File: config.mk
export PLATFORM = sky130hd
export DESIGN_NAME = gbc_round_cell
export DESIGN_NICKNAME = d
export VERILOG_FILES = /design/src/sv/gbc_pkg.sv /design/src/sv/gbc_round_cell.sv
export SDC_FILE = /design/constraint.sdc
export NUM_CORES = 1
export LEC_CHECK = 0
export ABC_CLOCK_PERIOD_IN_PS = 800
export BUFFER_PORTS_ARGS = -buffer_cell sky130_fd_sc_hd__buf_4
export CORE_MARGIN = 10
export CORE_UTILIZATION = 50
export CTS_CLUSTER_SIZE = 24
export DETAILED_ROUTE_END_ITERATION = 12
export PLACE_DENSITY_LB_ADDON = 0.15
export RECOVER_POWER = 100
export SLEW_MARGIN = 20
export SYNTH_ARGS = -nofsm -noshare
export SYNTH_HDL_FRONTEND = slang
export SYNTH_SLANG_ARGS = --single-unit
File: constraint.sdc
create_clock -name clk -period 0.8 [get_ports clk]
set_input_delay 0.16 -clock clk [delete_from_list [all_inputs] [get_ports clk]]
set_output_delay 0.16 -clock clk [all_outputs]
set_load 0.005 [all_outputs]
File: src/sv/gbc_pkg.sv
package gbc_pkg;

    // Cipher geometry.
    localparam int WORD_W      = 32;
    localparam int BLOCK_W     = 64;
    localparam int NUM_ROUNDS  = 32;
    localparam int NUM_KEYS    = 8;
    localparam int KEY_IDX_W   = 3;
    localparam int CFG_INDEX_W = 4;
    localparam int ROT_AMOUNT  = 11;
    localparam int NUM_SBOXES  = 8;

    // Rounds that take the key words in ascending order.
    localparam int ENC_FWD_ROUNDS = 24;
    localparam int DEC_FWD_ROUNDS = 8;

    // Request codes.
    localparam logic REQ_ENCRYPT = 1'b0;
    localparam logic REQ_DECRYPT = 1'b1;

    typedef logic [WORD_W-1:0] word_t;

    // One block in flight between two round cells.
    typedef struct packed {
        logic  vld;
        logic  dec;
        word_t a;
        word_t b;
    } stage_t;

    // Substitution boxes; box 0 acts on the top nibble.
    localparam logic [3:0] SBOX [NUM_SBOXES][16] = '{
        '{4'd14, 4'd4,  4'd13, 4'd1,  4'd2,  4'd15, 4'd11, 4'd8,
          4'd3,  4'd10, 4'd6,  4'd12, 4'd5,  4'd9,  4'd0,  4'd7},
        '{4'd15, 4'd1,  4'd8,  4'd14, 4'd6,  4'd11, 4'd3,  4'd4,
          4'd9,  4'd7,  4'd2,  4'd13, 4'd12, 4'd0,  4'd5,  4'd10},
        '{4'd10, 4'd0,  4'd9,  4'd14, 4'd6,  4'd3,  4'd15, 4'd5,
          4'd1,  4'd13, 4'd12, 4'd7,  4'd11, 4'd4,  4'd2,  4'd8},
        '{4'd7,  4'd13, 4'd14, 4'd3,  4'd0,  4'd6,  4'd9,  4'd10,
          4'd1,  4'd2,  4'd8,  4'd5,  4'd11, 4'd12, 4'd4,  4'd15},
        '{4'd2,  4'd12, 4'd4,  4'd1,  4'd7,  4'd10, 4'd11, 4'd6,
          4'd8,  4'd5,  4'd3,  4'd15, 4'd13, 4'd0,  4'd14, 4'd9},
        '{4'd12, 4'd1,  4'd10, 4'd15, 4'd9,  4'd2,  4'd6,  4'd8,
          4'd0,  4'd13, 4'd3,  4'd4,  4'd14, 4'd7,  4'd5,  4'd11},
        '{4'd4,  4'd11, 4'd2,  4'd14, 4'd15, 4'd0,  4'd8,  4'd13,
          4'd3,  4'd12, 4'd9,  4'd7,  4'd5,  4'd10, 4'd6,  4'd1},
        '{4'd13, 4'd2,  4'd8,  4'd4,  4'd6,  4'd15, 4'd11, 4'd1,
          4'd10, 4'd9,  4'd3,  4'd14, 4'd5,  4'd0,  4'd12, 4'd7}
    };

    // Round function: key add, nibble substitution, rotate left.
    function automatic word_t round_fn(input word_t half, input word_t kw);
        word_t sum;
        word_t sub;
        sum = half + kw;
        for (int n = 0; n < NUM_SBOXES; n++) begin
            sub[WORD_W-1-4*n -: 4] = SBOX[n][sum[WORD_W-1-4*n -: 4]];
        end
        return (sub << ROT_AMOUNT) | (sub >> (WORD_W - ROT_AMOUNT));
    endfunction

endpackage

File: src/sv/gbc_round_cell.sv
module gbc_round_cell #(
    parameter int ROUND = 0
) (
    input  logic           clk,
    input  logic           rst_n,
    input  gbc_pkg::stage_t stage_i,
    input  gbc_pkg::word_t  key_enc,
    input  gbc_pkg::word_t  key_dec,
    output gbc_pkg::stage_t stage_o
);
    import gbc_pkg::*;

    logic  vld_reg;
    logic  dec_reg;
    word_t a_reg;
    word_t b_reg;
    word_t a_next;
    word_t b_next;
    word_t key_sel;

    // Pick the key word for this round from the request direction.
    assign key_sel = (stage_i.dec == REQ_DECRYPT) ? key_dec : key_enc;

    // Even rounds update the second word, odd rounds the first.
    always_comb
    begin
        a_next = stage_i.a;
        b_next = stage_i.b;
        if ((ROUND % 2) == 0)
        begin
            b_next = stage_i.b ^ round_fn(stage_i.a, key_sel);
        end
        else
        begin
            a_next = stage_i.a ^ round_fn(stage_i.b, key_sel);
        end
    end

    // Valid flag follows the chain every cycle.
    always_ff @(posedge clk or negedge rst_n)
    begin
        if (!rst_n)
        begin
            vld_reg <= 1'b0;
        end
        else
        begin
            vld_reg <= stage_i.vld;
        end
    end

    // Block halves and direction move on with the valid flag.
    always_ff @(posedge clk)
    begin
        dec_reg <= stage_i.dec;
        a_reg   <= a_next;
        b_reg   <= b_next;
    end

    assign stage_o.vld = vld_reg;
    assign stage_o.dec = dec_reg;
    assign stage_o.a   = a_reg;
    assign stage_o.b   = b_reg;

endmodule

==> results of run 1 <==
[stage by stage]
step | TNS (ps) | hold slack (ps) | setup WS (ps) | utilization (%) | instance area [sq um]
after floorplan | -71530 | -136 | -2950 | - | 5400
after global placement | -75840 | -64.6 | -2860 | 77.8 | 7960
after detailed placement | -78110 | -62.6 | -2950 | 77.8 | 7960
after CTS | -71360 | 1.52 | -2390 | 93.7 | 9590
[repair_timing]
| item | in CTS |
|---|---|
| buffers inserted | 17 |
| endpoints found under the setup margin | 98 |
| hold endpoints to repair | 63 |
| resized for setup | 141 |
| pin swaps | 45 |
| hold buffers | 63 |
[logic make-up after synthesis]
family | Yosys count | synth area share [%]
AO/OA/AOI/OAI | 126 | 17.6
adder cells (fa/ha/maj) | 70 | 16.9
AND/OR/NAND/NOR | 108 | 10.7
multiplexers | 50 | 12.5
buffers and inverters | 48 | 4.24
XOR/XNOR | 72 | 12.6
flip-flops | 66 | 25.4
==> impl_metrics.json, run 1 <==
{
  "io_buffers": 197,
  "synth_edf_count": 0,
  "syn_inst": 540,
  "start_util_pct": 51.1,
  "synth-seq-cells": 66,
  "post-dp-hpwl_mm": 14.0,
  "synth.distinct_cells": 70,
  "cts_root_buffer": "clkbuf_8",
  "synthArstFlopShare_pct": 1.52,
  "postGrtWorstEndpoint": "b_reg[7]$_DFF_P_/D",
  "rows": 37,
  "gp_congestion": 0.886,
  "cts_num_sinks": 66,
  "cts_buffer_depth": 2,
  "yosysSeqAreaShare_pct": 25.4,
  "yosysTopAreaCell": "dfxtp_1",
  "failing_step": "5_1_grt",
  "synth.most_common_cell": "ha_1",
  "cts_buffers": 9,
  "die_w_um": 122,
  "htreeDepth": 3,
  "dp.cells": 996,
  "synth_area_leaders": "dfxtp_1, ha_1, xnor2_1",
  "synth_nets": 742,
  "grt_max_degree": 17,
  "ys.flop_type": "dfxtp_1",
  "synth.top_cell.area_share_pct": 24.9,
  "synth_area_sq_um": 5230,
  "synth_warnings": 0,
  "ios": 198,
  "avgSynthCellArea_sq_um": 9.68,
  "synthTopCellsByCount": "ha_1, dfxtp_1, xnor2_1, a21oi_1",
  "firstError": "[ERROR DPL-0038] Utilization greater than 100%, impossible to legalize",
  "die-height_um": 122,
  "status": "aborted with a tool error",
  "worst-ep-kind": "register input"
}
==> inputs of run 2 (changes only) <==
--- a/config.mk
+++ b/config.mk
@@ -8,8 +8,7 @@
 export ABC_CLOCK_PERIOD_IN_PS = 800
 export BUFFER_PORTS_ARGS = -buffer_cell sky130_fd_sc_hd__buf_4
 export CORE_MARGIN = 10
-export CORE_UTILIZATION = 50
-export CTS_CLUSTER_SIZE = 24
+export CORE_UTILIZATION = 40
 export DETAILED_ROUTE_END_ITERATION = 12
 export PLACE_DENSITY_LB_ADDON = 0.15
 export RECOVER_POWER = 100
==> run 2 against run 1 <==
- the flow now finishes, with violations (hold timing, setup timing)
- synthesized cell count is the same
- synthesized area did not move
==> impl_metrics.json, run 2 <==
{
  "status": "finished, violations left",
  "violations": "hold timing, setup timing",
  "synth_area_sq_um": 5230,
  "top_layer": "met4",
  "drt_iter0_drc": 286,
  "dp.cells": 1045,
  "cap_violations": 0,
  "wl_met3_mm": 1.50,
  "vias": 5802,
  "area_growth_pct": 98.6,
  "timing.critical_path.mode_cell": "o211ai_2",
  "clk_pin_slew_ps": 50,
  "path_buf_inv": 3,
  "gp_congestion": 0.868,
  "min_path_type": "in -> reg",
  "cts_buffer_depth": 2,
  "worstMarginPinSlew_ps": 543,
  "dr_wl_met2_mm": 10.8,
  "grtUsageTotal_pct": 21.3,
  "cts_num_sinks": 66,
  "viasPerCell": 5.08,
  "slew_headroom_pct": 63.5,
  "io_buffers": 197,
  "slowest_delay_ps": 310,
  "layout-drive-gt1-share_pct": 65.5,
  "ys.flop_type": "dfxtp_1",
  "finalNetCount": 1168,
  "wirelength_mm": 21.0,
  "grt_max_degree": 12,
  "required_ps": 1030,
  "drc": 0,
  "die_area_sq_um": 18000,
  "worst_hold_slack_ps": -5.21,
  "grt_pass1_vias": 6316,
  "wl_met1_mm": 8.13,
  "start_util_pct": 41.1,
  "max-vdd-ir-drop_uv": 1330,
  "synth-seq-cells": 66,
  "cp_cell_sequence": "buf_12 -> buf_12 -> mux2i_4 -> inv_2 -> ha_4 -> a211oi_4 -> o211ai_2 -> a311oi_2 -> o211ai_2 -> a31oi_4 -> o211ai_2 -> xor2_2 -> ha_4 -> mux2_4 -> a221o_1 -> xor2_1",
  "fin_ws_ps": -2450,
  "avgSynthCellArea_sq_um": 9.68,
  "dp_slack_ps": -2960,
  "rows": 41,
  "start_kind": "input pin",
  "cp.arrival_ps": 3480,
  "die-height_um": 134,
  "end_kind": "register",
  "grt_pass1_wl_mm": 31.4,
  "slowest_stage": "a311oi_2",
  "crit_fanout": 7,
  "final_max_slew_viol_count": 0,
  "synthTopCellsByCount": "ha_1, dfxtp_1, xnor2_1, a21oi_1",
  "yosysSeqAreaShare_pct": 25.4,
  "setup_viol": 98,
  "final_core_utilization_pct": 81.6,
  "synthArstFlopShare_pct": 1.52,
  "mostFrequentLayoutCells": "buf_4, buf_6, dlygate4sd3_1",
  "synth_nets": 742,
  "cts_buffers": 9,
  "fin_crit_ps": 3250,
  "die_w_um": 134,
  "cts_root_buffer": "clkbuf_16",
  "final_cell_count_no_fill": 1142,
  "synth_warnings": 0,
  "synth.most_common_cell": "ha_1",
  "antenna_found_initial": 0,
  "tritoncts": "yes",
  "htreeDepth": 3,
  "powerDensity_nw_per_um2": 2280,
  "syn_inst": 540,
  "post_drt_wl_per_cell_um": 18.4,
  "fmaxAchievable_mhz": 308,
  "final_common_cell": "buf_4",
  "synth_area_leaders": "dfxtp_1, ha_1, xnor2_1",
  "synth.distinct_cells": 70,
  "yosysTopAreaCell": "dfxtp_1",
  "hold_viol": 1,
  "rsz0062_at_grt": "yes",
  "firstDrtPassIters": 5,
  "postRouteAntennaNets": 0,
  "diodes": 0,
  "ios": 198,
  "path_delay_family": "compound AO/OA/AOI/OAI gates",
  "worstSetupPathType": "in -> reg",
  "coreArea_sq_um": 12700,
  "p_leak_nw": 4.71,
  "synth_edf_count": 0,
  "synth.top_cell.area_share_pct": 24.9,
  "post-route-period-util_pct": 406,
  "grt_overflow_total": 0,
  "post-dp-hpwl_mm": 14.0
}
-- run 2: cell counts after synthesis --
No cell type changed its count.
-- run 2: final timing paths --
kind | endpoint | startpoint | cells after the start | slack [ps]
worst max-delay path | b_reg[7] | stage_i[64] | 16 | -2450
worst min-delay path | b_reg[30] | stage_i[30] | 2 | -5
max in group asynchronous | vld_reg | rst_n | 2 | 580
min in group asynchronous | vld_reg | rst_n | 2 | 140
-- run 2: cell families (layout without fill, tap and decap cells) --
kind of cell	after synthesis	after routing	share of synthesized area, %
mux	50	50	12.5
fa+ha+maj	70	70	16.9
compound gates	126	126	17.6
simple gates	108	108	10.7
buf+inv	48	478	4.24
xor+xnor	72	72	12.6
flops	66	66	25.4
-- run 2: area by class of cell --
type	instances	area, sq um
well taps	172	215
flip-flops and latches	66	1390
multi-input cells	426	4610
repair buffers	430	3730
clock inverters	2	35.0
fillers	733	2350
inverters	33	126
clock buffers	13	270
-- run 2: repair_timing --
action                                 CTS  global route
cloned                                   1             0
endpoints found under the hold margin   54             1
setup buffers                           16            14
pin swaps                               53            34
setup endpoints to repair               98            98
hold buffers                            54             1
resized for setup                      173           110
-- run 2: power by group --
part           internal, mW  switching, mW  leakage, nW
sequential             4.44          0.476        0.560
combinational          8.34           6.22         4.00
clock                  2.65           1.51        0.152
total                  15.4           8.20         4.71
-- run 2: layer usage --
metal,up-vias,track usage [%]
li1,2775,-
met1,2778,23.3
met2,202,37.6
met3,47,6.39
met4,0,8.71
met5,-,0
-- run 2: through the flow --
step	area, sq um	total power [mW]	TNS [ps]
floorplan	5400	10.6	-71530
global placement	8110	15.3	-77310
detailed placement	8110	15.7	-79960
CTS	9920	21.9	-70240
global route	10400	25.1	-77460
finish	10400	23.6	-72500
(Power assumes the default switching activity.)
==> inputs of run 3 (changes only) <==
--- a/config.mk
+++ b/config.mk
@@ -7,7 +7,7 @@
 export LEC_CHECK = 0
 export ABC_CLOCK_PERIOD_IN_PS = 800
 export BUFFER_PORTS_ARGS = -buffer_cell sky130_fd_sc_hd__buf_4
-export CORE_MARGIN = 10
+export CORE_MARGIN = 5
 export CORE_UTILIZATION = 40
 export DETAILED_ROUTE_END_ITERATION = 12
 export PLACE_DENSITY_LB_ADDON = 0.15
==> constraint.sdc (replaced) <==
create_clock -name clk -period 0.8 [get_ports clk]
set_input_delay 0.12 -clock clk [delete_from_list [all_inputs] [get_ports clk]]
set_output_delay 0.12 -clock clk [all_outputs]
set_load 0.005 [all_outputs]
==> run 3 against run 2 <==
- the flow finishes with violations (setup timing)
- global-route usage increased by 1.9 points
- critical path depth rose by 2
- hold slack improved by 80 ps
- sequential power down 1%
- die area decreased by 14%
- utilization rose by 2.1 points
- non-clock buffer count increased by 15
- critical path type unchanged
- largest cell class unchanged
==> impl_metrics.json, run 3 (same netlist as run 2, synthesis figures left out) <==
{
  "status": "finished, violations left",
  "violations": "setup timing",
  "final_core_utilization_pct": 83.6,
  "worstSetupPathType": "in -> reg",
  "tritoncts": "yes",
  "p_leak_nw": 4.72,
  "wirelength_mm": 19.9,
  "vias": 5833,
  "grt_pass1_vias": 6137,
  "comb_power_share_pct": 62.9,
  "post_drt_wl_per_cell_um": 17.2,
  "powerDensity_nw_per_um2": 2280,
  "diodes": 0,
  "post-route-period-util_pct": 403,
  "die_w_um": 124,
  "worstMarginPinSlew_ps": 409,
  "firstDrtPassIters": 4,
  "mostFrequentLayoutCells": "buf_4, buf_6, dlygate4sd3_1",
  "io_buffers": 197,
  "post-dp-hpwl_mm": 12.9,
  "slew_headroom_pct": 72.4,
  "dp_slack_ps": -2850,
  "start_kind": "input pin",
  "critical_path.endpoint": "b_reg[7]",
  "antenna_found_initial": 0,
  "layout-drive-gt1-share_pct": 64.5,
  "cts_buffers": 9,
  "critPathLaunch": "stage_i[64]",
  "cts_root_buffer": "clkbuf_16",
  "min_path_type": "in -> reg",
  "setup_tns_ps": -67900,
  "fin_crit_ps": 3230,
  "crit_fanout": 6,
  "cap_violations": 0,
  "coreArea_sq_um": 12700,
  "placed_area_sq_um": 8110,
  "cts_num_sinks": 66,
  "p_total_mw": 24.3,
  "hold_viol": 0,
  "viasPerCell": 5.04,
  "area_growth_pct": 104,
  "clk_pin_slew_ps": 60,
  "worst_hold_slack_ps": 74.4,
  "fin_ws_ps": -2430,
  "drt_iter0_drc": 294,
  "p_sw_share_pct": 34.9,
  "internal_power_mw": 15.8,
  "grtUsageTotal_pct": 23.3,
  "power_frac_clock_pct": 17.1,
  "gp_congestion": 0.859,
  "final_max_slew_viol_count": 0,
  "finalNetCount": 1183,
  "required_ps": 1030,
  "ios": 198,
  "grt_overflow_total": 0,
  "power.share.sequential_pct": 20.0,
  "start_util_pct": 41.1,
  "design_area_sq_um": 10600,
  "rsz0062_at_grt": "yes",
  "postRouteAntennaNets": 0,
  "final_cell_count_no_fill": 1158,
  "fmaxAchievable_mhz": 310,
  "end_kind": "register",
  "max-vdd-ir-drop_uv": 1660,
  "die-height_um": 124,
  "dp.cells": 1044,
  "htreeDepth": 3,
  "setup_viol": 98,
  "cp.arrival_ps": 3460,
  "grt_max_degree": 12,
  "die_area_sq_um": 15400,
  "grt_pass1_wl_mm": 29.9,
  "final_common_cell": "buf_4",
  "cts_buffer_depth": 2,
  "rows": 41,
  "drc": 0,
  "p_switching_mw": 8.49
}
## run 3: how the worst min path moves through the flow
stage | startpoint | to | slack [ps] | cells past startpoint
floorplan | rst_n | vld_reg | -180 | 0
global placement | rst_n | vld_reg | -100 | 1
detailed placement | rst_n | vld_reg | -100 | 1
CTS | stage_i[36] | a_reg[4] | 7 | 2
global route | stage_i[31] | b_reg[31] | 100 | 3
finish | stage_i[12] | b_reg[12] | 70 | 3
## run 3: area by class of cell
type	count	area [sq um]
Clock buffer	14	274
Clock inverter	2	35.0
Fill cell	707	2080
Inverter	33	124
Multi-Input combinational cell	426	4830
Sequential cell	66	1390
Tap cell	172	215
Timing Repair Buffer	445	3780
## run 3: routing by layer
layer | wire (um) | up-vias | track usage (%)
li1 | - | 2815 | -
met3 | 996 | 49 | 4.55
met2 | 10200 | 198 | 40.8
met1 | 8120 | 2771 | 27.6
met5 | 0 | - | 0
met4 | 607 | 0 | 9.86
## run 3: critical path: stages
cell and delay, ps:
buf_12 130, mux2_4 210, ha_4 140, inv_2 40, fa_2 410, nor2b_4 160, o2111ai_4 160, a21oi_4 220
nor3_4 70, o41ai_4 330, buf_4 190, a31oi_4 80, xor2_2 180, inv_2 80, ha_4 230, mux2_4 250
a221o_1 300, xor2_1 140
## run 3: repair_timing
item / in CTS / in global routing
pin swaps: 67 / 62
resized for setup: 158 / 161
setup endpoints to repair: 98 / 98
setup buffers: 24 / 18
endpoints found under the hold margin: 63 / 0
hold buffers: 63 / 0
gates cloned: 1 / 0
## run 3: power groups by stage
stage,clock network (mW),registers (mW),logic [mW]
after floorplan,0,4.71,5.93
after global placement,0,4.57,10.7
after detailed placement,0,4.60,11.0
after CTS,4.18,4.63,13.2
after global routing,4.36,4.94,16.4
final,4.16,4.85,15.3
==> inputs of run 4 (changes only) <==
--- a/config.mk
+++ b/config.mk
@@ -10,8 +10,7 @@
 export CORE_MARGIN = 5
 export CORE_UTILIZATION = 40
 export DETAILED_ROUTE_END_ITERATION = 12
-export PLACE_DENSITY_LB_ADDON = 0.15
-export RECOVER_POWER = 100
+export PLACE_DENSITY = 0.67
 export SLEW_MARGIN = 20
 export SYNTH_ARGS = -nofsm -noshare
 export SYNTH_HDL_FRONTEND = slang
==> run 4 against run 3 <==
- the flow still finishes with violations (setup timing)
- utilization is essentially flat
- count of clock-buffer cells in the layout unchanged
- critical path depth down 3
- hold slack improved by 6.8 ps
- power is 0.42% higher
- combinational power hardly changed
- clock power grew 4%
- highest routed layer unchanged
- largest power group unchanged
- first-iteration DRC count grew 82%
- sequential power about the same
==> impl_metrics.json, run 4 (same netlist as run 2, synthesis figures left out) <==
{
  "status": "finished, violations left",
  "violations": "setup timing",
  "p_leak_nw": 4.82,
  "cts_root_buffer": "clkbuf_16",
  "grt_pass1_wl_mm": 32.0,
  "start_util_pct": 41.1,
  "layout-drive-gt1-share_pct": 65.3,
  "grtUsageTotal_pct": 25.0,
  "final_core_utilization_pct": 83.6,
  "post-dp-hpwl_mm": 13.1,
  "die_area_sq_um": 15400,
  "cap_violations": 0,
  "clk_pin_slew_ps": 50,
  "drc": 0,
  "postRouteAntennaNets": 0,
  "viasPerCell": 5.42,
  "final_max_slew_viol_count": 0,
  "vias": 6281,
  "ios": 198,
  "hold_viol": 0,
  "internal_power_mw": 15.7,
  "mostFrequentLayoutCells": "buf_4, buf_6, dlygate4sd3_1",
  "coreArea_sq_um": 12700,
  "diodes": 0,
  "die-height_um": 124,
  "wirelength_mm": 23.4,
  "rows": 41,
  "power_frac_clock_pct": 17.8,
  "required_ps": 1030,
  "fin_crit_ps": 3220,
  "setup_tns_ps": -71110,
  "area_growth_pct": 104,
  "regArea_sq_um": 1390,
  "cts_buffer_depth": 2,
  "post_drt_wl_per_cell_um": 20.2,
  "final_common_cell": "buf_4",
  "n_fill_cell": 629,
  "post-route-period-util_pct": 402,
  "fin_ws_ps": -2420,
  "end_kind": "register",
  "gp_congestion": 0.874,
  "comb_power_share_pct": 62.2,
  "crit_fanout": 6,
  "worstSetupPathType": "in -> reg",
  "tritoncts": "yes",
  "max-vdd-ir-drop_uv": 1700,
  "p_sw_share_pct": 35.5,
  "p_switching_mw": 8.65,
  "powerDensity_nw_per_um2": 2290,
  "rsz0062_at_grt": "yes",
  "worstMarginPinSlew_ps": 452,
  "slew_headroom_pct": 69.5,
  "slowest_stage": "mux4_2",
  "slowest_delay_ps": 500,
  "critPathLaunch": "stage_i[64]",
  "grt_overflow_total": 0,
  "cp_cell_sequence": "buf_12 -> buf_12 -> mux2_4 -> ha_4 -> o211ai_1 -> o211ai_2 -> a311oi_2 -> o211ai_2 -> a31oi_4 -> buf_6 -> xor2_4 -> inv_2 -> ha_4 -> mux4_2 -> xnor2_1",
  "critical_path.endpoint": "b_reg[0]",
  "start_kind": "input pin",
  "antenna_found_initial": 0,
  "multi_input_area_sq_um": 4730,
  "firstDrtPassIters": 6,
  "cts_buffers": 9,
  "power.share.sequential_pct": 20.0,
  "p_total_mw": 24.4,
  "grt_pass1_vias": 6376,
  "grt_max_degree": 14,
  "fmaxAchievable_mhz": 311,
  "cts_num_sinks": 66,
  "die_w_um": 124,
  "finalNetCount": 1183,
  "drt_iter0_drc": 536,
  "cp.arrival_ps": 3440,
  "min_path_type": "in -> async",
  "htreeDepth": 3,
  "io_buffers": 197,
  "setup_viol": 98
}
run 4: power by group through the flow:
stage                     sequential [mW]  combinational [mW]  clock (mW)
after floorplan                      4.71                5.93           0
after global placement               4.59                10.6           0
after detailed placement             4.59                11.0           0
after CTS                            4.60                12.7        4.32
after global routing                 4.94                16.1        4.56
final                                4.88                15.2        4.34
run 4: worst min-delay path by stage:
stage	from	end	depth (start not counted)
floorplan	rst_n	vld_reg	0
global placement	rst_n	vld_reg	1
detailed placement	rst_n	vld_reg	1
CTS	stage_i[20]	b_reg[20]	2
global route	stage_i[12]	b_reg[12]	3
finish	rst_n	vld_reg	2
run 4: layer usage:
metal / GRT usage (%) / wire length, um
met3: 4.55 / 1410
met4: 10.1 / 1370
met1: 28.3 / 8470
met2: 45.9 / 12100
met5: 0 / 0
run 4: final cells by class:
type | count | area share (%)
Timing Repair Buffer | 445 | 36.4
Clock buffer | 14 | 2.39
Clock inverter | 2 | 0.565
Multi-Input combinational cell | 426 | 44.5
Sequential cell | 66 | 13.0
Tap cell | 172 | 2.02
Inverter | 33 | 1.16
run 4: through the flow:
step | std cells | setup slack [ps] | instance area, sq um | hold WS (ps)
final | 1158 | -2420 | 10600 | 81.2
after global routing | 1158 | -2490 | 10600 | 88.1
after floorplan | 540 | -2910 | 5400 | -176
after detailed placement | 1043 | -2870 | 8100 | -103
after CTS | 1138 | -2400 | 9850 | 0.995
after global placement | 1043 | -2780 | 8100 | -104
run 4: what timing repair did:
action,CTS,global route
pin swaps,64,54
buffers inserted,16,21
resized for setup,127,170
hold buffers,63,1
setup endpoints to repair,98,98
endpoints found under the hold margin,63,1
gates cloned,1,0
run 4: critical path, delay by kind of cell:
| family | cells | cell delay [ps] |
|---|---|---|
| AOI/OAI and AO/OA | 5 | 1170 |
| adders and majority gates | 2 | 490 |
| xor gates and xnor gates | 2 | 320 |
| muxes | 2 | 820 |
| buffers and inverters | 4 | 510 |
